===== src/sv/grid_stack_instruction_executor_unit_assert.svh =====
// ---------------------------------------------------------------------------
// grid stack executor assertion macros
// shared property forms used at the end of the top level
// ---------------------------------------------------------------------------
`ifndef GRID_STACK_INSTRUCTION_EXECUTOR_UNIT_ASSERT_SVH
`define GRID_STACK_INSTRUCTION_EXECUTOR_UNIT_ASSERT_SVH

// same-cycle implication, sampled on clock, off during reset
`define GSIE_ASSERT_IMPL(label, ante, cons) \
   label: assert property (@(posedge clock) disable iff (reset) (ante) |-> (cons)) \
      else $error("gsie: assertion failed");

// next-cycle implication, sampled on clock, off during reset
`define GSIE_ASSERT_NEXT(label, ante, cons) \
   label: assert property (@(posedge clock) disable iff (reset) (ante) |=> (cons)) \
      else $error("gsie: assertion failed");

`endif


===== src/sv/gsie_pkg.sv =====
// ---------------------------------------------------------------------------
// gsie_pkg
// types, constants, decoder and microcode table of the grid stack executor
// ---------------------------------------------------------------------------
`timescale 1ns / 1ps

package gsie_pkg;

   localparam int STACK_DEPTH = 64;
   localparam int CNT_W       = $clog2(STACK_DEPTH + 1);
   localparam int ADDR_W      = (STACK_DEPTH > 1) ? $clog2(STACK_DEPTH) : 1;
   localparam int DATA_W      = 8;
   localparam int CSR_IDX_W   = 3;
   localparam int UA_W        = 5;

   // register indexes
   localparam logic [CSR_IDX_W-1:0] CSR_START_X     = 3'd0;
   localparam logic [CSR_IDX_W-1:0] CSR_START_Y     = 3'd1;
   localparam logic [CSR_IDX_W-1:0] CSR_START_DX    = 3'd2;
   localparam logic [CSR_IDX_W-1:0] CSR_START_DY    = 3'd3;
   localparam logic [CSR_IDX_W-1:0] CSR_START_QUOTE = 3'd4;

   // item kinds
   localparam logic KIND_START = 1'b0;

   // instruction characters
   localparam logic [7:0] CH_PLUS    = 8'h2b;
   localparam logic [7:0] CH_STAR    = 8'h2a;
   localparam logic [7:0] CH_MINUS   = 8'h2d;
   localparam logic [7:0] CH_SLASH   = 8'h2f;
   localparam logic [7:0] CH_PERCENT = 8'h25;
   localparam logic [7:0] CH_AMP     = 8'h26;
   localparam logic [7:0] CH_BAR     = 8'h7c;
   localparam logic [7:0] CH_LOW_R   = 8'h72;
   localparam logic [7:0] CH_UP_R    = 8'h52;
   localparam logic [7:0] CH_UP_L    = 8'h4c;
   localparam logic [7:0] CH_TILDE   = 8'h7e;
   localparam logic [7:0] CH_BANG    = 8'h21;
   localparam logic [7:0] CH_GT      = 8'h3e;
   localparam logic [7:0] CH_LOW_V   = 8'h76;
   localparam logic [7:0] CH_LT      = 8'h3c;
   localparam logic [7:0] CH_CARET   = 8'h5e;
   localparam logic [7:0] CH_LBRACK  = 8'h5b;
   localparam logic [7:0] CH_RBRACK  = 8'h5d;
   localparam logic [7:0] CH_LBRACE  = 8'h7b;
   localparam logic [7:0] CH_RBRACE  = 8'h7d;
   localparam logic [7:0] CH_UNDER   = 8'h5f;
   localparam logic [7:0] CH_DQUOTE  = 8'h22;
   localparam logic [7:0] CH_UP_H    = 8'h48;
   localparam logic [7:0] CH_SPACE   = 8'h20;
   localparam logic [7:0] CH_QMARK   = 8'h3f;
   localparam logic [7:0] CH_ZERO    = 8'h30;
   localparam logic [7:0] CH_NINE    = 8'h39;
   localparam logic [7:0] CH_LOW_A   = 8'h61;
   localparam logic [7:0] CH_LOW_F   = 8'h66;
   localparam logic [7:0] HEX_BASE   = 8'd10;
   localparam logic [7:0] NIBBLE     = 8'h0f;
   localparam logic [7:0] DIR_NEG    = 8'hff;
   localparam logic [7:0] SHIFT_LIM  = 8'd8;

   // microcode addresses
   localparam logic [UA_W-1:0] UA_FIN      = 5'd0;
   localparam logic [UA_W-1:0] UA_IMM      = 5'd1;
   localparam logic [UA_W-1:0] UA_PUSH     = 5'd2;
   localparam logic [UA_W-1:0] UA_BIN      = 5'd3;
   localparam logic [UA_W-1:0] UA_BIN_B    = 5'd4;
   localparam logic [UA_W-1:0] UA_BIN_A    = 5'd5;
   localparam logic [UA_W-1:0] UA_CALC     = 5'd6;
   localparam logic [UA_W-1:0] UA_UN       = 5'd7;
   localparam logic [UA_W-1:0] UA_UN_A     = 5'd8;
   localparam logic [UA_W-1:0] UA_DIV      = 5'd9;
   localparam logic [UA_W-1:0] UA_DIV_B    = 5'd10;
   localparam logic [UA_W-1:0] UA_DIV_A    = 5'd11;
   localparam logic [UA_W-1:0] UA_DIV_GO   = 5'd12;
   localparam logic [UA_W-1:0] UA_DIV_WAIT = 5'd13;
   localparam logic [UA_W-1:0] UA_POP      = 5'd14;
   localparam logic [UA_W-1:0] UA_POP_A    = 5'd15;
   localparam logic [UA_W-1:0] UA_PEEK     = 5'd16;

   typedef enum logic {ST_IDLE, ST_RUN} state_type;

   typedef enum logic [3:0] {
      CL_START, CL_IDLE, CL_NOP, CL_BAD, CL_RIGHT, CL_DOWN, CL_LEFT, CL_UP,
      CL_SKIP, CL_QUOTE, CL_HALT, CL_PUSH, CL_BIN, CL_UN, CL_DIV, CL_PRINT
   } cls_type;

   typedef enum logic [3:0] {
      ALU_IMM, ALU_ADD, ALU_SUB, ALU_MUL, ALU_DIV, ALU_MOD, ALU_AND, ALU_OR,
      ALU_XOR, ALU_SHR, ALU_SHL, ALU_NOT, ALU_LNOT
   } alu_type;

   typedef struct packed {
      cls_type          cls;
      alu_type          alu;
      logic [UA_W-1:0]  entry;
      logic             as_char;
      logic [7:0]       imm;
   } dec_type;

   typedef struct packed {
      logic            rd;        // pop: read top, drop count
      logic            pk;        // peek: read top
      logic            lat_a;
      logic            lat_b;
      logic            div_go;
      logic            wait_div;  // hold here while divider busy
      logic            calc;
      logic            push;
      logic            fin;       // hold here until result register free
      logic [UA_W-1:0] nxt;
   } ucode_type;

   function automatic ucode_type ucode_rom(input logic [UA_W-1:0] addr);
      ucode_type uw;
      uw = '0;
      unique case (addr)
         UA_FIN:      begin uw.fin = 1'b1;                   uw.nxt = UA_FIN;      end
         UA_IMM:      begin uw.calc = 1'b1;                  uw.nxt = UA_PUSH;     end
         UA_PUSH:     begin uw.push = 1'b1;                  uw.nxt = UA_FIN;      end
         UA_BIN:      begin uw.rd = 1'b1;                    uw.nxt = UA_BIN_B;    end
         UA_BIN_B:    begin uw.lat_b = 1'b1; uw.rd = 1'b1;   uw.nxt = UA_BIN_A;    end
         UA_BIN_A:    begin uw.lat_a = 1'b1;                 uw.nxt = UA_CALC;     end
         UA_CALC:     begin uw.calc = 1'b1;                  uw.nxt = UA_PUSH;     end
         UA_UN:       begin uw.rd = 1'b1;                    uw.nxt = UA_UN_A;     end
         UA_UN_A:     begin uw.lat_a = 1'b1;                 uw.nxt = UA_CALC;     end
         UA_DIV:      begin uw.rd = 1'b1;                    uw.nxt = UA_DIV_B;    end
         UA_DIV_B:    begin uw.lat_b = 1'b1; uw.rd = 1'b1;   uw.nxt = UA_DIV_A;    end
         UA_DIV_A:    begin uw.lat_a = 1'b1;                 uw.nxt = UA_DIV_GO;   end
         UA_DIV_GO:   begin uw.div_go = 1'b1;                uw.nxt = UA_DIV_WAIT; end
         UA_DIV_WAIT: begin uw.wait_div = 1'b1;              uw.nxt = UA_CALC;     end
         UA_POP:      begin uw.rd = 1'b1;                    uw.nxt = UA_POP_A;    end
         UA_POP_A:    begin uw.lat_a = 1'b1;                 uw.nxt = UA_FIN;      end
         UA_PEEK:     begin uw.pk = 1'b1;                    uw.nxt = UA_POP_A;    end
         default:     begin uw.fin = 1'b1;                   uw.nxt = UA_FIN;      end
      endcase
      return uw;
   endfunction

   function automatic dec_type decode(input logic kind, input logic [7:0] c,
                                      input logic run, input logic quote);
      dec_type d;
      d.cls     = CL_NOP;
      d.alu     = ALU_IMM;
      d.entry   = UA_FIN;
      d.as_char = 1'b0;
      d.imm     = 8'd0;
      if (kind == KIND_START) begin
         d.cls = CL_START;
      end else if (!run) begin
         d.cls = CL_IDLE;
      end else if (quote && (c != CH_DQUOTE)) begin
         d.cls = CL_PUSH;
         d.imm = c;
      end else if ((c >= CH_ZERO) && (c <= CH_NINE)) begin
         d.cls = CL_PUSH;
         d.imm = 8'(c - CH_ZERO);
      end else if ((c >= CH_LOW_A) && (c <= CH_LOW_F)) begin
         d.cls = CL_PUSH;
         d.imm = 8'((c - CH_LOW_A + HEX_BASE) & NIBBLE);
      end else begin
         unique case (c)
            CH_PLUS:    begin d.cls = CL_BIN; d.alu = ALU_ADD;  end
            CH_STAR:    begin d.cls = CL_BIN; d.alu = ALU_MUL;  end
            CH_MINUS:   begin d.cls = CL_BIN; d.alu = ALU_SUB;  end
            CH_SLASH:   begin d.cls = CL_DIV; d.alu = ALU_DIV;  end
            CH_PERCENT: begin d.cls = CL_DIV; d.alu = ALU_MOD;  end
            CH_AMP:     begin d.cls = CL_BIN; d.alu = ALU_AND;  end
            CH_BAR:     begin d.cls = CL_BIN; d.alu = ALU_OR;   end
            CH_LOW_R:   begin d.cls = CL_BIN; d.alu = ALU_XOR;  end
            CH_UP_R:    begin d.cls = CL_BIN; d.alu = ALU_SHR;  end
            CH_UP_L:    begin d.cls = CL_BIN; d.alu = ALU_SHL;  end
            CH_TILDE:   begin d.cls = CL_UN;  d.alu = ALU_NOT;  end
            CH_BANG:    begin d.cls = CL_UN;  d.alu = ALU_LNOT; end
            CH_GT:      d.cls = CL_RIGHT;
            CH_LOW_V:   d.cls = CL_DOWN;
            CH_LT:      d.cls = CL_LEFT;
            CH_CARET:   d.cls = CL_UP;
            CH_LBRACK:  begin d.cls = CL_PRINT; d.entry = UA_POP; end
            CH_RBRACK:  begin d.cls = CL_PRINT; d.entry = UA_POP; d.as_char = 1'b1; end
            CH_LBRACE:  begin d.cls = CL_PRINT; d.entry = UA_PEEK; end
            CH_RBRACE:  begin d.cls = CL_PRINT; d.entry = UA_PEEK; d.as_char = 1'b1; end
            CH_UNDER:   d.cls = CL_SKIP;
            CH_DQUOTE:  d.cls = CL_QUOTE;
            CH_UP_H:    d.cls = CL_HALT;
            CH_SPACE:   d.cls = CL_NOP;
            CH_QMARK:   d.cls = CL_NOP;
            default:    d.cls = CL_BAD;
         endcase
      end
      unique case (d.cls)
         CL_PUSH: d.entry = UA_IMM;
         CL_BIN:  d.entry = UA_BIN;
         CL_UN:   d.entry = UA_UN;
         CL_DIV:  d.entry = UA_DIV;
         default: ;
      endcase
      return d;
   endfunction

endpackage


===== src/sv/grid_stack_instruction_executor_unit.sv =====
// ---------------------------------------------------------------------------
// grid_stack_instruction_executor_unit
// execute core of a two-dimensional stack language, microcoded
// ---------------------------------------------------------------------------
// req channel: one transfer is a start (tuser 0) or an instruction byte
// (tuser 1) fetched by the caller at the last reported position.
// rsp channel: one transfer per request, giving the next fetch position,
// print value and status flags.
// csr port: csr_we writes csr_wdata into start register csr_addr; write only
// while the unit is idle.
// each request runs a short program from the microcode table, one control
// word per cycle unless held at the divider wait or final step; req_tready
// is high only while no program runs. programs are shortest for moves,
// starts and no-ops, then pushes and prints, then alu ops; divide and modulo
// run longest, where the shift-subtract divider sets the longest program.
// the result sits in an output register; the next request is taken while it
// waits, and that program holds at its final step until the register frees.
// reset (synchronous) empties the stack, clears running and loads the start
// registers with their defaults; the stack memory itself is not cleared.
// ---------------------------------------------------------------------------
`timescale 1ns / 1ps
`include "grid_stack_instruction_executor_unit_assert.svh"

module grid_stack_instruction_executor_unit (
   input  logic                            clock,
   input  logic                            reset,
   input  logic                            req_tvalid,
   output logic                            req_tready,
   input  logic [7:0]                      req_tdata,   // instr[7:0]
   input  logic [0:0]                      req_tuser,   // kind[0]
   output logic                            rsp_tvalid,
   input  logic                            rsp_tready,
   // next_x[7:0], next_y[15:8], print_valid[16], print_as_char[17],
   // print_value[25:18], running[26], bad_instr[27], stack_fault[28],
   // div_zero[29], zero fill[31:30]
   output logic [31:0]                     rsp_tdata,
   input  logic                            csr_we,
   input  logic [gsie_pkg::CSR_IDX_W-1:0]  csr_addr,
   input  logic [gsie_pkg::DATA_W-1:0]     csr_wdata
);

   import gsie_pkg::*;

   // start registers
   logic [7:0] cfg_x_ff, cfg_y_ff, cfg_dx_ff, cfg_dy_ff;
   logic       cfg_q_ff;

   // machine state
   logic [7:0]       pos_x_ff, pos_y_ff, dir_x_ff, dir_y_ff;
   logic             quote_ff, run_ff;
   logic [CNT_W-1:0] cnt_ff;

   // sequencer
   state_type       state_ff, state_in;
   logic [UA_W-1:0] upc_ff, upc_in;
   ucode_type       uc;
   dec_type         dec;

   // datapath
   cls_type    cls_ff;
   alu_type    alu_ff;
   logic       as_char_ff;
   logic [7:0] a_ff, b_ff, r_ff, r_calc, rd_data;
   logic       empty_ff, fault_ff, dz_ff;

   // divider
   logic       dv_busy_ff;
   logic [2:0] dv_cnt_ff;
   logic [7:0] dv_q_ff, dv_r_ff;
   logic [8:0] dv_t;
   logic       dv_ge;

   // output register
   logic        rsp_valid_ff;
   logic [31:0] rsp_data_ff, rsp_data_in;

   logic             req_fire, out_free, fin_fire, running, stack_full, wr_en;
   logic [CNT_W-1:0] cnt_m1;
   logic [7:0]       dir_x_n, dir_y_n, base_x, base_y, pos_x_n, pos_y_n;
   logic             quote_n, run_n, step, skip;
   logic             pv;

   assign dec        = decode(req_tuser[0], req_tdata, run_ff, quote_ff);
   assign uc         = ucode_rom(upc_ff);
   assign req_tready = (state_ff == ST_IDLE);
   assign req_fire   = req_tvalid && req_tready;
   assign out_free   = !rsp_valid_ff || rsp_tready;
   assign running    = (state_ff == ST_RUN);
   assign fin_fire   = running && uc.fin && out_free;
   assign stack_full = (cnt_ff == CNT_W'(STACK_DEPTH));
   assign cnt_m1     = cnt_ff - CNT_W'(1);
   assign wr_en      = running && uc.push && !stack_full;

   gsie_ram #(.WIDTH(8), .DEPTH(STACK_DEPTH)) u_stack (
      .clock   (clock),
      .wr_en   (wr_en),
      .wr_addr (cnt_ff[ADDR_W-1:0]),
      .wr_data (r_ff),
      .rd_addr (cnt_m1[ADDR_W-1:0]),
      .rd_data (rd_data)
   );

   // sequencer: step counter with wait and final-step holds
   always_ff @(posedge clock) begin
      if (reset) begin
         state_ff <= ST_IDLE;
         upc_ff   <= UA_FIN;
      end else begin
         state_ff <= state_in;
         upc_ff   <= upc_in;
      end
   end

   always_comb begin
      state_in = state_ff;
      upc_in   = upc_ff;
      unique case (state_ff)
         ST_IDLE: begin
            if (req_fire) begin
               state_in = ST_RUN;
               upc_in   = dec.entry;
            end
         end
         ST_RUN: begin
            if (uc.fin) begin
               if (out_free) state_in = ST_IDLE;
            end else if (!(uc.wait_div && dv_busy_ff)) begin
               upc_in = uc.nxt;
            end
         end
         default: state_in = ST_IDLE;
      endcase
   end

   // alu
   always_comb begin
      unique case (alu_ff)
         ALU_ADD:  r_calc = 8'(a_ff + b_ff);
         ALU_SUB:  r_calc = 8'(a_ff - b_ff);
         ALU_MUL:  r_calc = 8'(a_ff * b_ff);
         ALU_DIV:  r_calc = dz_ff ? 8'd0 : dv_q_ff;
         ALU_MOD:  r_calc = dz_ff ? 8'd0 : dv_r_ff;
         ALU_AND:  r_calc = a_ff & b_ff;
         ALU_OR:   r_calc = a_ff | b_ff;
         ALU_XOR:  r_calc = a_ff ^ b_ff;
         ALU_SHR:  r_calc = (b_ff < SHIFT_LIM) ? (a_ff >> b_ff[2:0]) : 8'd0;
         ALU_SHL:  r_calc = (b_ff < SHIFT_LIM) ? 8'(a_ff << b_ff[2:0]) : 8'd0;
         ALU_NOT:  r_calc = ~a_ff;
         ALU_LNOT: r_calc = (a_ff == 8'd0) ? 8'd1 : 8'd0;
         default:  r_calc = b_ff;   // immediate push
      endcase
   end

   assign dv_t  = {dv_r_ff, dv_q_ff[7]};
   assign dv_ge = (dv_t >= {1'b0, b_ff});

   // final step: direction, mode and pointer update, and the response word
   always_comb begin
      dir_x_n = dir_x_ff;
      dir_y_n = dir_y_ff;
      quote_n = quote_ff;
      run_n   = run_ff;
      step    = 1'b1;
      skip    = 1'b0;
      base_x  = pos_x_ff;
      base_y  = pos_y_ff;
      unique case (cls_ff)
         CL_START: begin
            dir_x_n = cfg_dx_ff;
            dir_y_n = cfg_dy_ff;
            quote_n = cfg_q_ff;
            run_n   = 1'b1;
            step    = 1'b0;
            base_x  = cfg_x_ff;
            base_y  = cfg_y_ff;
         end
         CL_IDLE:  step = 1'b0;
         CL_RIGHT: begin dir_x_n = 8'd1;    dir_y_n = 8'd0;    end
         CL_DOWN:  begin dir_x_n = 8'd0;    dir_y_n = 8'd1;    end
         CL_LEFT:  begin dir_x_n = DIR_NEG; dir_y_n = 8'd0;    end
         CL_UP:    begin dir_x_n = 8'd0;    dir_y_n = DIR_NEG; end
         CL_SKIP:  skip = 1'b1;
         CL_QUOTE: quote_n = !quote_ff;
         CL_HALT:  run_n = 1'b0;
         default: ;
      endcase
      pos_x_n = 8'(base_x + (step ? dir_x_n : 8'd0) + (skip ? dir_x_n : 8'd0));
      pos_y_n = 8'(base_y + (step ? dir_y_n : 8'd0) + (skip ? dir_y_n : 8'd0));
      pv      = (cls_ff == CL_PRINT);
      rsp_data_in = {2'b00, dz_ff, fault_ff, (cls_ff == CL_BAD), run_n,
                     (pv ? a_ff : 8'd0), (pv && as_char_ff), pv, pos_y_n, pos_x_n};
   end

   // control registers
   always_ff @(posedge clock) begin
      if (reset) begin
         cfg_x_ff     <= 8'd0;
         cfg_y_ff     <= 8'd0;
         cfg_dx_ff    <= 8'd1;
         cfg_dy_ff    <= 8'd0;
         cfg_q_ff     <= 1'b0;
         pos_x_ff     <= 8'd0;
         pos_y_ff     <= 8'd0;
         dir_x_ff     <= 8'd1;
         dir_y_ff     <= 8'd0;
         quote_ff     <= 1'b0;
         run_ff       <= 1'b0;
         cnt_ff       <= '0;
         fault_ff     <= 1'b0;
         dz_ff        <= 1'b0;
         empty_ff     <= 1'b0;
         dv_busy_ff   <= 1'b0;
         dv_cnt_ff    <= 3'd0;
         rsp_valid_ff <= 1'b0;
      end else begin
         if (csr_we) begin
            unique case (csr_addr)
               CSR_START_X:     cfg_x_ff  <= csr_wdata;
               CSR_START_Y:     cfg_y_ff  <= csr_wdata;
               CSR_START_DX:    cfg_dx_ff <= csr_wdata;
               CSR_START_DY:    cfg_dy_ff <= csr_wdata;
               CSR_START_QUOTE: cfg_q_ff  <= csr_wdata[0];
               default: ;
            endcase
         end

         if (req_fire) begin
            fault_ff <= 1'b0;
            dz_ff    <= 1'b0;
         end

         if (running) begin
            if (uc.rd || uc.pk) begin
               if (cnt_ff == '0) begin
                  fault_ff <= 1'b1;
                  empty_ff <= 1'b1;
               end else begin
                  empty_ff <= 1'b0;
                  if (uc.rd) cnt_ff <= cnt_m1;
               end
            end
            if (uc.div_go) begin
               dv_busy_ff <= 1'b1;
               dv_cnt_ff  <= 3'd0;
               if (b_ff == 8'd0) dz_ff <= 1'b1;
            end
            if (uc.push) begin
               // a push onto a full stack is dropped
               if (stack_full) fault_ff <= 1'b1;
               else            cnt_ff   <= cnt_ff + CNT_W'(1);
            end
            if (fin_fire) begin
               pos_x_ff <= pos_x_n;
               pos_y_ff <= pos_y_n;
               dir_x_ff <= dir_x_n;
               dir_y_ff <= dir_y_n;
               quote_ff <= quote_n;
               run_ff   <= run_n;
               if (cls_ff == CL_START) cnt_ff <= '0;
            end
         end

         if (dv_busy_ff) begin
            dv_cnt_ff <= dv_cnt_ff + 3'd1;
            if (dv_cnt_ff == 3'd7) dv_busy_ff <= 1'b0;
         end

         if (fin_fire)        rsp_valid_ff <= 1'b1;
         else if (rsp_tready) rsp_valid_ff <= 1'b0;
      end
   end

   // payload registers
   always_ff @(posedge clock) begin
      if (req_fire) begin
         cls_ff     <= dec.cls;
         alu_ff     <= dec.alu;
         as_char_ff <= dec.as_char;
         b_ff       <= dec.imm;
      end
      if (running) begin
         // an empty read yields zero
         if (uc.lat_a) a_ff <= empty_ff ? 8'd0 : rd_data;
         if (uc.lat_b) b_ff <= empty_ff ? 8'd0 : rd_data;
         if (uc.calc)  r_ff <= r_calc;
         if (uc.div_go) begin
            dv_q_ff <= a_ff;
            dv_r_ff <= 8'd0;
         end
      end
      if (dv_busy_ff) begin
         dv_r_ff <= dv_ge ? 8'(dv_t - {1'b0, b_ff}) : dv_t[7:0];
         dv_q_ff <= {dv_q_ff[6:0], dv_ge};
      end
      if (fin_fire) rsp_data_ff <= rsp_data_in;
   end

   assign rsp_tvalid = rsp_valid_ff;
   assign rsp_tdata  = rsp_data_ff;

   `GSIE_ASSERT_IMPL(a_cnt_range, 1'b1, cnt_ff <= CNT_W'(STACK_DEPTH))
   `GSIE_ASSERT_NEXT(a_accept_runs, req_fire, state_ff == ST_RUN)
   `GSIE_ASSERT_IMPL(a_div_in_run, dv_busy_ff, running && (cls_ff == CL_DIV))
   `GSIE_ASSERT_IMPL(a_rsp_from_fin, $rose(rsp_valid_ff), $past(fin_fire))

endmodule


===== src/sv/gsie_ram.sv =====
// ---------------------------------------------------------------------------
// gsie_ram
// generic single write, single read memory with registered read data
// ---------------------------------------------------------------------------
`timescale 1ns / 1ps

module gsie_ram #(
   parameter  int WIDTH = 8,
   parameter  int DEPTH = 64,
   localparam int AW    = (DEPTH > 1) ? $clog2(DEPTH) : 1
) (
   input  logic             clock,
   input  logic             wr_en,
   input  logic [AW-1:0]    wr_addr,
   input  logic [WIDTH-1:0] wr_data,
   input  logic [AW-1:0]    rd_addr,
   output logic [WIDTH-1:0] rd_data
);

   logic [WIDTH-1:0] mem_ff [DEPTH];
   logic [WIDTH-1:0] rd_data_ff;

   always_ff @(posedge clock) begin
      if (wr_en) begin
         mem_ff[wr_addr] <= wr_data;
      end
      rd_data_ff <= mem_ff[rd_addr];
   end

   assign rd_data = rd_data_ff;

endmodule

===== config.mk =====
export PLATFORM = sky130hd
export DESIGN_NAME = grid_stack_instruction_executor_unit
export DESIGN_NICKNAME = d
export VERILOG_FILES = /design/src/sv/gsie_pkg.sv /design/src/sv/grid_stack_instruction_executor_unit.sv /design/src/sv/gsie_ram.sv
export VERILOG_INCLUDE_DIRS = /design/src /design/src/sv
export SDC_FILE = /design/constraint.sdc
export NUM_CORES = 1
export LEC_CHECK = 0
export CAP_MARGIN = 20
export CORE_AREA = 2 2 291 178
export CTS_CLUSTER_DIAMETER = 30
export DETAILED_ROUTE_END_ITERATION = 8
export DIE_AREA = 0 0 293 180
export DONT_BUFFER_PORTS = 1
export PLACE_DENSITY = 0.8
export SLEW_MARGIN = 10
export SYNTH_ARGS = -nofsm -noshare
export SYNTH_HDL_FRONTEND = slang
export SYNTH_SLANG_ARGS = --single-unit

===== constraint.sdc =====
create_clock -name clock -period 9.3 [get_ports clock]
set_clock_uncertainty 0.2 [all_clocks]
set_input_delay 0.93 -clock clock [delete_from_list [all_inputs] [get_ports clock]]
set_output_delay 0.93 -clock clock [all_outputs]
set_load 0.02 [all_outputs]

* Word-level counts from Yosys, hierarchy flattened *
Memory sizes are Yosys's and may differ from the RTL's. A register that Yosys moved wholly into a read port is not among the register bits.
Index checks and enable logic that the tools add are counted.

storage, ports and cells
  RAM bits = 512
  output and inout port bits = 34
  register bits = 167
  logic and storage cells = 285
  memories kept = 1
  input port bits = 25

memory list
  name            words  width  rd ports  clocked after Yosys merged registers in  wr ports  line            source
  u_stack.mem_ff  64     8      1         1                                        1         gsie_ram.sv:20  logic [WIDTH-1:0] mem_ff [DEPTH];

operators by class
  multiplexer cells = 93
  multiply operators = 1
  shift operators = 2
  $add $sub $neg = 13
  reductions and logical operators = 55
  order comparisons = 6
  equality and inequality tests = 77
  bitwise gates (word level) = 7

operators by type and width
  kind                  count
  $mux W8               23
  $eq A8 B7 Y1 const B  13
  $eq A8 B6 Y1 const B  12
  $pmux W4 S12          2
  $pmux W8 S12          1
  $pmux W8 S4           2
  $eq A4 B4 Y1 const B  13
  $mux W7               7
  $add A8 B8 Y8         5
  $eq A5 B4 Y1 const B  8
  $pmux W4 S10          1
  $mux W1               34
  $eq A4 B3 Y1 const B  8
  $mux W14              2
  $mux W4               6
  $reduce_or A2 Y1      12
  $eq A5 B3 Y1 const B  4
  $pmux W5 S2           2
  $pmux W5 S4           1
  $reduce_and A2 Y1     10
  $mux W6               3
  $logic_not A8 Y1      2
  $reduce_or A16 Y1     1
  $sub A8 B8 Y8         2
  other kinds (48)      80

* Logic depth before layout (Yosys ltp) *
Gate-level depths: netlist of the first run.

  depth in word-level cells = 12
  depth in mapped cells = 20
  mapped depth without buffers = 18

* Hierarchy *
Synthesis of the first run repeated with hierarchy kept, for this count alone.

second synthesis, totals
  cell total of the unflattened synthesis = 2,449
  area total of the unflattened synthesis = 32,552.5 sq um

by module, submodules not included
  module                                cells each  sequential area each (sq um)  area each (sq um)  instances
  gsie_ram                              972         15,534.9                      20,190.6           1
  grid_stack_instruction_executor_unit  1,477       4,053.9                       12,361.9           1

* Worst setup path after synthesis of the first run *
OpenSTA, ideal clock, no wires.

  path kind = reg-to-reg
  start = register b_ff[2]
  end = register r_ff[7] (data pin)
  arrival time = 4,068 ps
  required time = 8,839 ps
  clock period less this slack = 4,529 ps
  setup slack = 4,771 ps
  cell stages (with the launch flop) = 15
  path buffers = 2
  library setup time = 261 ps
  path through = dfxtp_1 -> clkbuf_1 -> buf_1 -> nand2_1 -> fa_1 -> fa_1 -> inv_1 -> fa_1 -> fa_1 -> ha_1 -> a21oi_1 -> xnor2_1 -> xnor2_1 -> o21ai_0 -> o32a_1

on the way
  word-level cells in the longest chain between the ends = 3
  elaborated cells between the ends (all ways) = 9
  classes of those cells = 2 x add/sub; 1 x mul; 1 x order compare; 2 x shift; 3 x mux

ends and longest elaborated chain
  what                                                   line                                         source
  from (decl)                                            grid_stack_instruction_executor_unit.sv:63   logic [7:0] a_ff, b_ff, r_ff, r_calc, rd_data;
  from (signal assigned)                                 grid_stack_instruction_executor_unit.sv:279  b_ff <= dec.imm;
  from (signal assigned)                                 grid_stack_instruction_executor_unit.sv:284  if (uc.lat_b) b_ff <= empty_ff ? 8'd0 : rd_data;
  branches (longest 2 deep; another with $mul A8 B8 Y8)  -
  $pmux W8 S12 (*)                                       grid_stack_instruction_executor_unit.sv:137  unique case (alu_ff)
  named net r_calc[7]                                    grid_stack_instruction_executor_unit.sv:63
  to (signal assigned)                                   grid_stack_instruction_executor_unit.sv:285  if (uc.calc) r_ff <= r_calc;
  to (decl)                                              grid_stack_instruction_executor_unit.sv:63

Mark *: on every way through the listed nets, which the timed path passes.
A chain may end at the register's enable or synchronous reset.

* Worst setup path in the final report of the first run *
  start = register cls_ff[2]
  end = register pos_y_ff[6]

on the way
  word-level cells in the longest chain between the ends = 6
  elaborated cells between the ends (all ways) = 16
  classes of those cells = 2 x add/sub; 6 x eq/ne; 5 x mux; 3 x reduce/logical

ends and longest elaborated chain
  what                               line                                         source
  from (decl)                        grid_stack_instruction_executor_unit.sv:60   cls_type cls_ff;
  from (signal assigned)             grid_stack_instruction_executor_unit.sv:276  cls_ff <= dec.cls;
  $eq A4 B3 Y1                       grid_stack_instruction_executor_unit.sv:167  unique case (cls_ff)
  $reduce_or A2 Y1 (no source line)  -
  $pmux W8 S4                        grid_stack_instruction_executor_unit.sv:167
  $mux W8                            grid_stack_instruction_executor_unit.sv:188  pos_y_n = 8'(base_y + (step ? dir_y_n : 8'd0) + (skip ? dir_y_n : 8'd0));
  $add A8 B8 Y8                      grid_stack_instruction_executor_unit.sv:188
  $add A8 B8 Y8 (*)                  grid_stack_instruction_executor_unit.sv:188
  named net pos_y_n[6]               grid_stack_instruction_executor_unit.sv:79   logic [7:0] dir_x_n, dir_y_n, base_x, base_y, pos_x_n, pos_y_n;
  to (signal assigned)               grid_stack_instruction_executor_unit.sv:254  pos_y_ff <= pos_y_n;
  to (decl)                          grid_stack_instruction_executor_unit.sv:49   logic [7:0] pos_x_ff, pos_y_ff, dir_x_ff, dir_y_ff;

The timed path passes the listed nets; every way through them passes the cells marked *.

==> results of run 1 <==
worst max-delay path: cells and delay by family (launching register included):
kind / cells / cell delay, ps
adders and majority gates: 2 / 880
AOI/OAI and AO/OA: 6 / 1170
xor gates and xnor gates: 1 / 170
DFF: 1 / 630
buffers and inverters: 2 / 460
and+or+nand+nor: 5 / 1480
where the power goes:
part / internal, uW / switching (uW)
clock: 2090 / 1540
sequential: 3400 / 106
combinational: 532 / 697
total: 6020 / 2340
worst max-delay path by stage:
stage / from / endpoint / depth (start not counted)
3_5_place_dp: cls_ff[2] / pos_y_ff[7] / 19
3_3_place_gp: cls_ff[2] / pos_y_ff[7] / 19
4_1_cts: cls_ff[2] / pos_y_ff[7] / 19
6_report: cls_ff[2] / pos_y_ff[6] / 16
5_1_grt: cls_ff[2] / pos_y_ff[7] / 19
2_1_floorplan: b_ff[2] / r_ff[7] / 14
layout by cell type (no fill, tap or decap), types with 24 or more instances in the layout:
| cell type | n |
|---|---|
| a21o_1 | 26 |
| a21oi_1 | 118 |
| a22oi_1 | 27 |
| buf_4 | 27 |
| clkbuf_16 | 93 |
| dfxtp_1 | 103 |
| edfxtp_1 | 583 |
| fa_1 | 30 |
| ha_1 | 74 |
| inv_1 | 104 |
| mux2i_1 | 28 |
| mux4_2 | 171 |
| nand2_1 | 250 |
| nand2b_1 | 24 |
| nand3_1 | 34 |
| nor2_1 | 197 |
| nor2b_1 | 35 |
| nor3_1 | 48 |
| o21ai_0 | 84 |
| xnor2_1 | 42 |
layer usage:
metal | up-vias | global-route usage [%] | part of all wire [%]
li1 | 8788 | - | -
met1 | 10400 | 50.3 | 41
met2 | 1441 | 46.3 | 44
met3 | 149 | 8.43 | 12
met4 | 0 | 8.47 | 2.1
met5 | - | 0 | 0
final cells by class:
cell class / instances / area share [%]
sequential: 687 / 54.6
multi-input combinational: 1403 / 32.4
clock buffer: 98 / 6.54
clock inverter: 74 / 2.40
tap: 660 / 2.30
inverter: 109 / 1.14
timing repair buffer: 28 / 0.579
antenna: 1 / 0.00697
cells by family after synthesis:
family | after synthesis | share of synthesized area, %
DFF | 687 | 60.9
adders and majority gates | 107 | 4.85
xor gates and xnor gates | 55 | 1.50
and+or+nand+nor | 667 | 9.35
other | 1 | 0.0117
AOI/OAI and AO/OA | 367 | 7.34
muxes | 205 | 13.1
buffers and inverters | 242 | 2.99
stage by stage:
step,power (uW),hold slack (ps),area (sq um)
finish,8360,153,35900
global route,8580,142,35900
CTS,8360,119,35900
detailed placement,4770,244,32700
global placement,4730,235,32700
floorplan,4410,206,32200
==> flow_summary_export.csv, run 1 <==
group,metric,value,unit
status,status,"complete, no violations",
finish,regMostFlops,"u_stack.mem_ff",
critical_path,r2r_cells,16,
synth,syn_area_per_cell,13.8,sq um
sta,max_freq,196,MHz
floorplan,chipHeight,180,microns
synth,synth_top_area_share,54.4,%
critical_path,critPathKind,"register to register",
global_route,grt_start_max_net_pins,89,
clock_tree,cts_inserted_buffers,91,
placement,hpwl,52.8,mm
min_path,holdCritStartpoint,"reset",
sta,grt_setup_unrepaired,"false",
power_and_ir_drop,ir_worst_vdd,0.000247,V
clock_tree,cts_setup_buffers,0,
drt,drc,0,
synth,synth_common_cells,"edfxtp_1, nand2_1, nor2_1, mux4_2, a21oi_1",
floorplan,pin_count,59,
synth,synth.most_common_cell,"edfxtp_1",
synth,async_reset_ff_share,0,%
clock_tree,cts_root_buf,"clkbuf_16",
synth,synthDistinctLibCells,80,
synth,ys_warn_count,0,
global_route,track_usage,32.5,%
clock_tree,post_cts_resized,0,
finish,area_growth_syn_to_layout,11.6,%
sta,setup_slack,4210,ps
critical_path,r2r_slack,4210,ps
sta,worstMarginPinSlew,1210,ps
finish,stdcell_count,3060,
synth,ys.flop_type,"edfxtp_1",
floorplan,std_cell_rows,64,
synth,synth-edff-count,583,
critical_path,crit_required,9660,ps
clock_tree,cts_buffer_depth,3,
critical_path,cp_slowest_cell,"or3_1",
drt,num_vias,20800,
sta,report.final.slew_viol_count,0,
global_route,first_global_vias,20200,
sta,period_needed,5090,ps
min_path,min_delay_path_depth,1,
job,max_cap_viol_count,0,
sta,timing.final.crit_share,54.7,%
critical_path,reg2reg_to,"pos_y_ff[6]",
placement,gp_congestion,0.948,
critical_path,end_kind,"register",
sta,fin_tns_setup,0,ps
clock_tree,clk_pin_slew_worst_paths,60,ps
power_and_ir_drop,power.density,233,mW/mm^2
finish,final_util,71.5,%
synth,syn_inst,2331,
finish,ff_latch_area,0.0196,sq mm
global_route,grt_pass1_wl,128,mm
synth,synthesis.area,0.0322,sq mm
critical_path,path_cells,"or3_1 > nor2_2 > buf_4 > a22oi_1 > nand2_1 > nand2_1 > fa_1 > inv_1 > ha_1 > a21o_1 > a21oi_1 > o21bai_1 > a21oi_1 > xnor2_1 > nand2_1 > a21oi_1",
clock_tree,cts_sinks,687,
placement,dp.cells,2886,
synth,synth_largest_area_cell,"edfxtp_1",
sta,hold_viol,0,
critical_path,startpoint_type,"register",
clock_tree,clkLatencyLatePin,660,ps
clock_tree,ctsHtreeMaxLevel,3,
floorplan,dieArea,0.0527,sq mm
drt,routed_wl,84.1,mm
drt,antenna_left,0,
critical_path,r2r-start,"cls_ff[2]",
synth,ys_seq_area_share,60.9,%
global_route,antenna_found_initial,1,
critical_path,crit_arrival,5450,ps
floorplan,start_util,64.1,%
min_path,hp-class,"input port to register",
critical_path,cp_slowest_stage_delay,670,ps
floorplan,dieWidth,293,microns
synth,yosys-top-cells-area,"edfxtp_1, mux4_2, dfxtp_1",
sta,setup_viol,0,
sta,maxSlewHeadroom,19.3,%
finish,drive_gt1_share,16.3,%
power_and_ir_drop,p_leak,0.0120,uW
drt,routedWlPerCell,27.5,microns
critical_path,critPathMaxFanout,20,
synth,ys_ff_latch,687,
placement,portBuffers,0,
clock_tree,cts_tree,"yes",
finish,nets,2450,
finish,largest_register_ffs,512,
drt,drtIter0Drc,2952,
finish,multi_input_area,0.0116,sq mm
min_path,hold-path-endpoint,"pos_y_ff[3]",
finish,fill_cells,3113,
drt,viasPerCell,6.80,
global_route,grt_overflow_total,0,
placement,dp_slack,4290,ps
floorplan,fp.coreArea,0.0502,sq mm
drt,dr.pass1.iters,7,
clock_tree,cts_hold_buf,0,
(Power assumes the default switching activity.)
==> inputs of run 2 (changes only) <==
--- a/config.mk
+++ b/config.mk
@@ -6,13 +6,14 @@
 export SDC_FILE = /design/constraint.sdc
 export NUM_CORES = 1
 export LEC_CHECK = 0
+export ABC_AREA = 1
 export CAP_MARGIN = 20
-export CORE_AREA = 2 2 291 178
+export CORE_AREA = 2 2 309 189
 export CTS_CLUSTER_DIAMETER = 30
 export DETAILED_ROUTE_END_ITERATION = 8
-export DIE_AREA = 0 0 293 180
+export DIE_AREA = 0 0 311 191
 export DONT_BUFFER_PORTS = 1
-export PLACE_DENSITY = 0.8
+export PLACE_DENSITY = 0.76
 export SLEW_MARGIN = 10
 export SYNTH_ARGS = -nofsm -noshare
 export SYNTH_HDL_FRONTEND = slang
==> constraint.sdc (replaced) <==
create_clock -name clock -period 4.5 [get_ports clock]
set_clock_uncertainty 0.2 [all_clocks]
set_input_delay 0.45 -clock clock [delete_from_list [all_inputs] [get_ports clock]]
set_output_delay 0.45 -clock clock [all_outputs]
set_load 0.02 [all_outputs]
==> run 2 against run 1 <==
Compared with the run above:
- synthesized cell count increased by 30%
- critical path depth grew 5
- largest power group unchanged
- sequential cell count is the same
- global-route usage shrank 3.3 points
- final area up 2.7%
- largest cell class unchanged
- register-to-register slack worse by 4000 ps
- die area is 13% higher
- sequential share of layout area fell by 1.4 points
==> flow_summary_export.csv, run 2 <==
group,metric,value,unit
synth,ys_seq_area_share,60.4,%
sta,hold_viol,0,
critical_path,critPathKind,"register to register",
floorplan,std_cell_rows,68,
global_route,grt_start_max_net_pins,194,
clock_tree,cts_buffer_depth,3,
critical_path,cpMostUsedCell,"inv_1",
critical_path,path_cells,"nor2_2 > inv_1 > nor2_4 > inv_2 > nor2_1 > o22ai_1 > inv_1 > nand2_1 > fa_1 > inv_1 > ha_1 > inv_1 > fa_1 > o21ai_2 > nand2_1 > nand2_1 > a21oi_1 > xor2_1 > xor2_1 > buf_4 > o22ai_2",
clock_tree,clkLatencyLatePin,670,ps
critical_path,crit_required,4810,ps
synth,async_reset_ff_share,0,%
synth,syn_inst,3032,
critical_path,startpoint_type,"register",
placement,hpwl,55.7,mm
synth,synth_largest_area_cell,"edfxtp_1",
synth,synth_top_area_share,54.0,%
floorplan,pin_count,59,
drt,drtIter0Drc,3533,
status,status,"complete, no violations",
critical_path,r2r-start,"cls_ff[1]",
drt,routed_wl,87.1,mm
sta,maxSlewHeadroom,21.9,%
finish,drive_gt1_share,9.23,%
critical_path,worst-path-stages,21,
drt,viasPerCell,6.17,
min_path,min_delay_path_depth,4,
critical_path,r2r_cells,21,
power_and_ir_drop,ir_worst_vdd,0.000362,V
drt,drc,0,
finish,layout_common_cells,"edfxtp_1, nor2_1, nand2_1",
critical_path,end_kind,"register",
synth,synthesis.area,0.0324,sq mm
min_path,holdCritStartpoint,"req_tdata[2]",
clock_tree,cts_sinks,687,
critical_path,cp_slowest_cell,"fa_1",
global_route,antenna_found_initial,1,
floorplan,chipHeight,191,microns
sta,period_needed,4270,ps
drt,antenna_left,0,
clock_tree,cts_tree,"yes",
global_route,use_met3,8.41,%
synth,ys.flop_type,"edfxtp_1",
clock_tree,cts_inserted_buffers,96,
finish,final_common_cell,"edfxtp_1",
clock_tree,cts_root_buf,"clkbuf_16",
critical_path,cp_top_family,"adder cells",
sta,whs,66.3,ps
global_route,first_global_vias,23200,
finish,stdcell_count,3912,
floorplan,fp.coreArea,0.0567,sq mm
sta,max_freq,234,MHz
global_route,grt_overflow_total,0,
floorplan,start_util,57.2,%
placement,placed_cell_area,0.0332,sq mm
global_route,top_usage_layer,"met1",
placement,portBuffers,0,
synth,synth-edff-count,583,
critical_path,cp_slowest_stage_delay,480,ps
critical_path,crit_path_start,"cls_ff[1]",
global_route,grt_util_met1,43.6,%
synth,syn_area_per_cell,10.7,sq um
finish,nets,3187,
global_route,track_usage,29.2,%
finish,fill_cells,4229,
placement,dp.cells,3702,
sta,setup_viol,0,
global_route,grt_pass1_wl,134,mm
synth,ys_warn_count,0,
critical_path,critPathMaxFanout,14,
floorplan,dieWidth,311,microns
finish,area_growth_syn_to_layout,13.6,%
synth,yosys-top-cells-area,"edfxtp_1, dfxtp_1, nor2_1",
synth,ys_ff_latch,687,
synth,synth.most_common_cell,"edfxtp_1",
finish,final_area,0.0369,sq mm
power_and_ir_drop,p_leak,0.0133,uW
drt,num_vias,24100,
synth,synth_common_cells,"edfxtp_1, nor2_1, nand2_1, o21ai_0, inv_1",
power_and_ir_drop,power.density,532,mW/mm^2
synth,synthDistinctLibCells,63,
clock_tree,clk_pin_slew_worst_paths,60,ps
global_route,grtUsageMet2,41.4,%
min_path,hp-class,"input port to register",
sta,report.final.slew_viol_count,0,
critical_path,path_buf_inv,6,
clock_tree,ctsHtreeMaxLevel,3,
sta,fin_tns_setup,0,ps
sta,timing.final.crit_share,95.0,%
floorplan,dieArea,0.0594,sq mm
sta,worstMarginPinSlew,1170,ps
job,max_cap_viol_count,0,
finish,largest_register_ffs,512,
placement,gp_congestion,1.00,
finish,regMostFlops,"u_stack.mem_ff",
critical_path,crit_arrival,4590,ps
drt,routedWlPerCell,22.3,microns
drt,dr.pass1.iters,7,
[run 2: cell count changes in the layout (fill, tap and decap cells not counted), moves of 35 or more]
cell and change:
nor2_1 +308, mux4_2 -171, o211ai_1 +49, o221ai_1 +75
nand3_1 +94, nor2b_1 -35, mux2i_1 +45, o21ai_0 +198
nand2_1 +72, o32ai_1 +53, a21oi_1 -36, inv_1 +160
[run 2: cell families (layout without fill, tap and decap cells)]
group           Yosys count  in the layout  synth area share, %
compound gates          641            641                 12.5
xor+xnor                 46             46                 1.27
fa+ha+maj               105            105                 4.74
buf+inv                 432            540                 5.21
flops                   687            687                 60.4
mux                      73             73                 2.25
other cells               1              3               0.0116
simple gates           1047           1047                 13.6
[run 2: what timing repair did]
item / CTS / global route
gates resized for setup: 0 / 7
setup buffers: 0 / 1
hold endpoints to repair: 77 / 0
hold buffers: 26 / 0
endpoints found under the setup margin: 0 / 4
[run 2: power by group]
| part | internal (uW) | total, uW | switching [uW] |
|---|---|---|---|
| clock | 4730 | 7780 | 3040 |
| combinational | 1300 | 4420 | 3120 |
| sequential | 7180 | 7400 | 226 |
| total | 13200 | 19600 | 6390 |
[run 2: per-layer routing]
metal / up-vias / share of wire [%]
met2: 1398 / 42
met4: 0 / 2.5
met1: 11700 / 44
li1: 10800 / -
met5: - / 0
met3: 194 / 12
[run 2: worst paths after layout]
path / endpoint / slack [ps]
setup / recovery: pos_y_ff[7] / 230
hold reg to reg: cfg_dy_ff[7] / 260
hold / removal: b_ff[2] / 70
setup reg to reg: pos_y_ff[7] / 230
[run 2: final cells by class]
type	count	area, sq um	share of cell area, %
sequential	687	19600	53.2
multi-input combinational	1914	11200	30.4
clock buffer	110	2460	6.69
inverter	287	1080	2.94
tap	770	963	2.61
clock inverter	72	895	2.43
timing repair buffer	71	648	1.76
antenna	1	2.50	0.00679
[run 2: worst min-delay path: stages]
cell and delay (ps):
inv_1 90, o21ai_0 100, nand3_1 80, a21oi_1 140
[run 2: per-stage QoR]
step / worst slack (ps) / total power (uW) / utilization (%)
after floorplan: 126 / 10300 / -
after global placement: 283 / 11600 / 58.6
after detailed placement: 148 / 11700 / 58.6
after CTS: 79.0 / 19500 / 65.0
after global routing: -44.4 / 20300 / 65.0
final: 227 / 19600 / 65.0
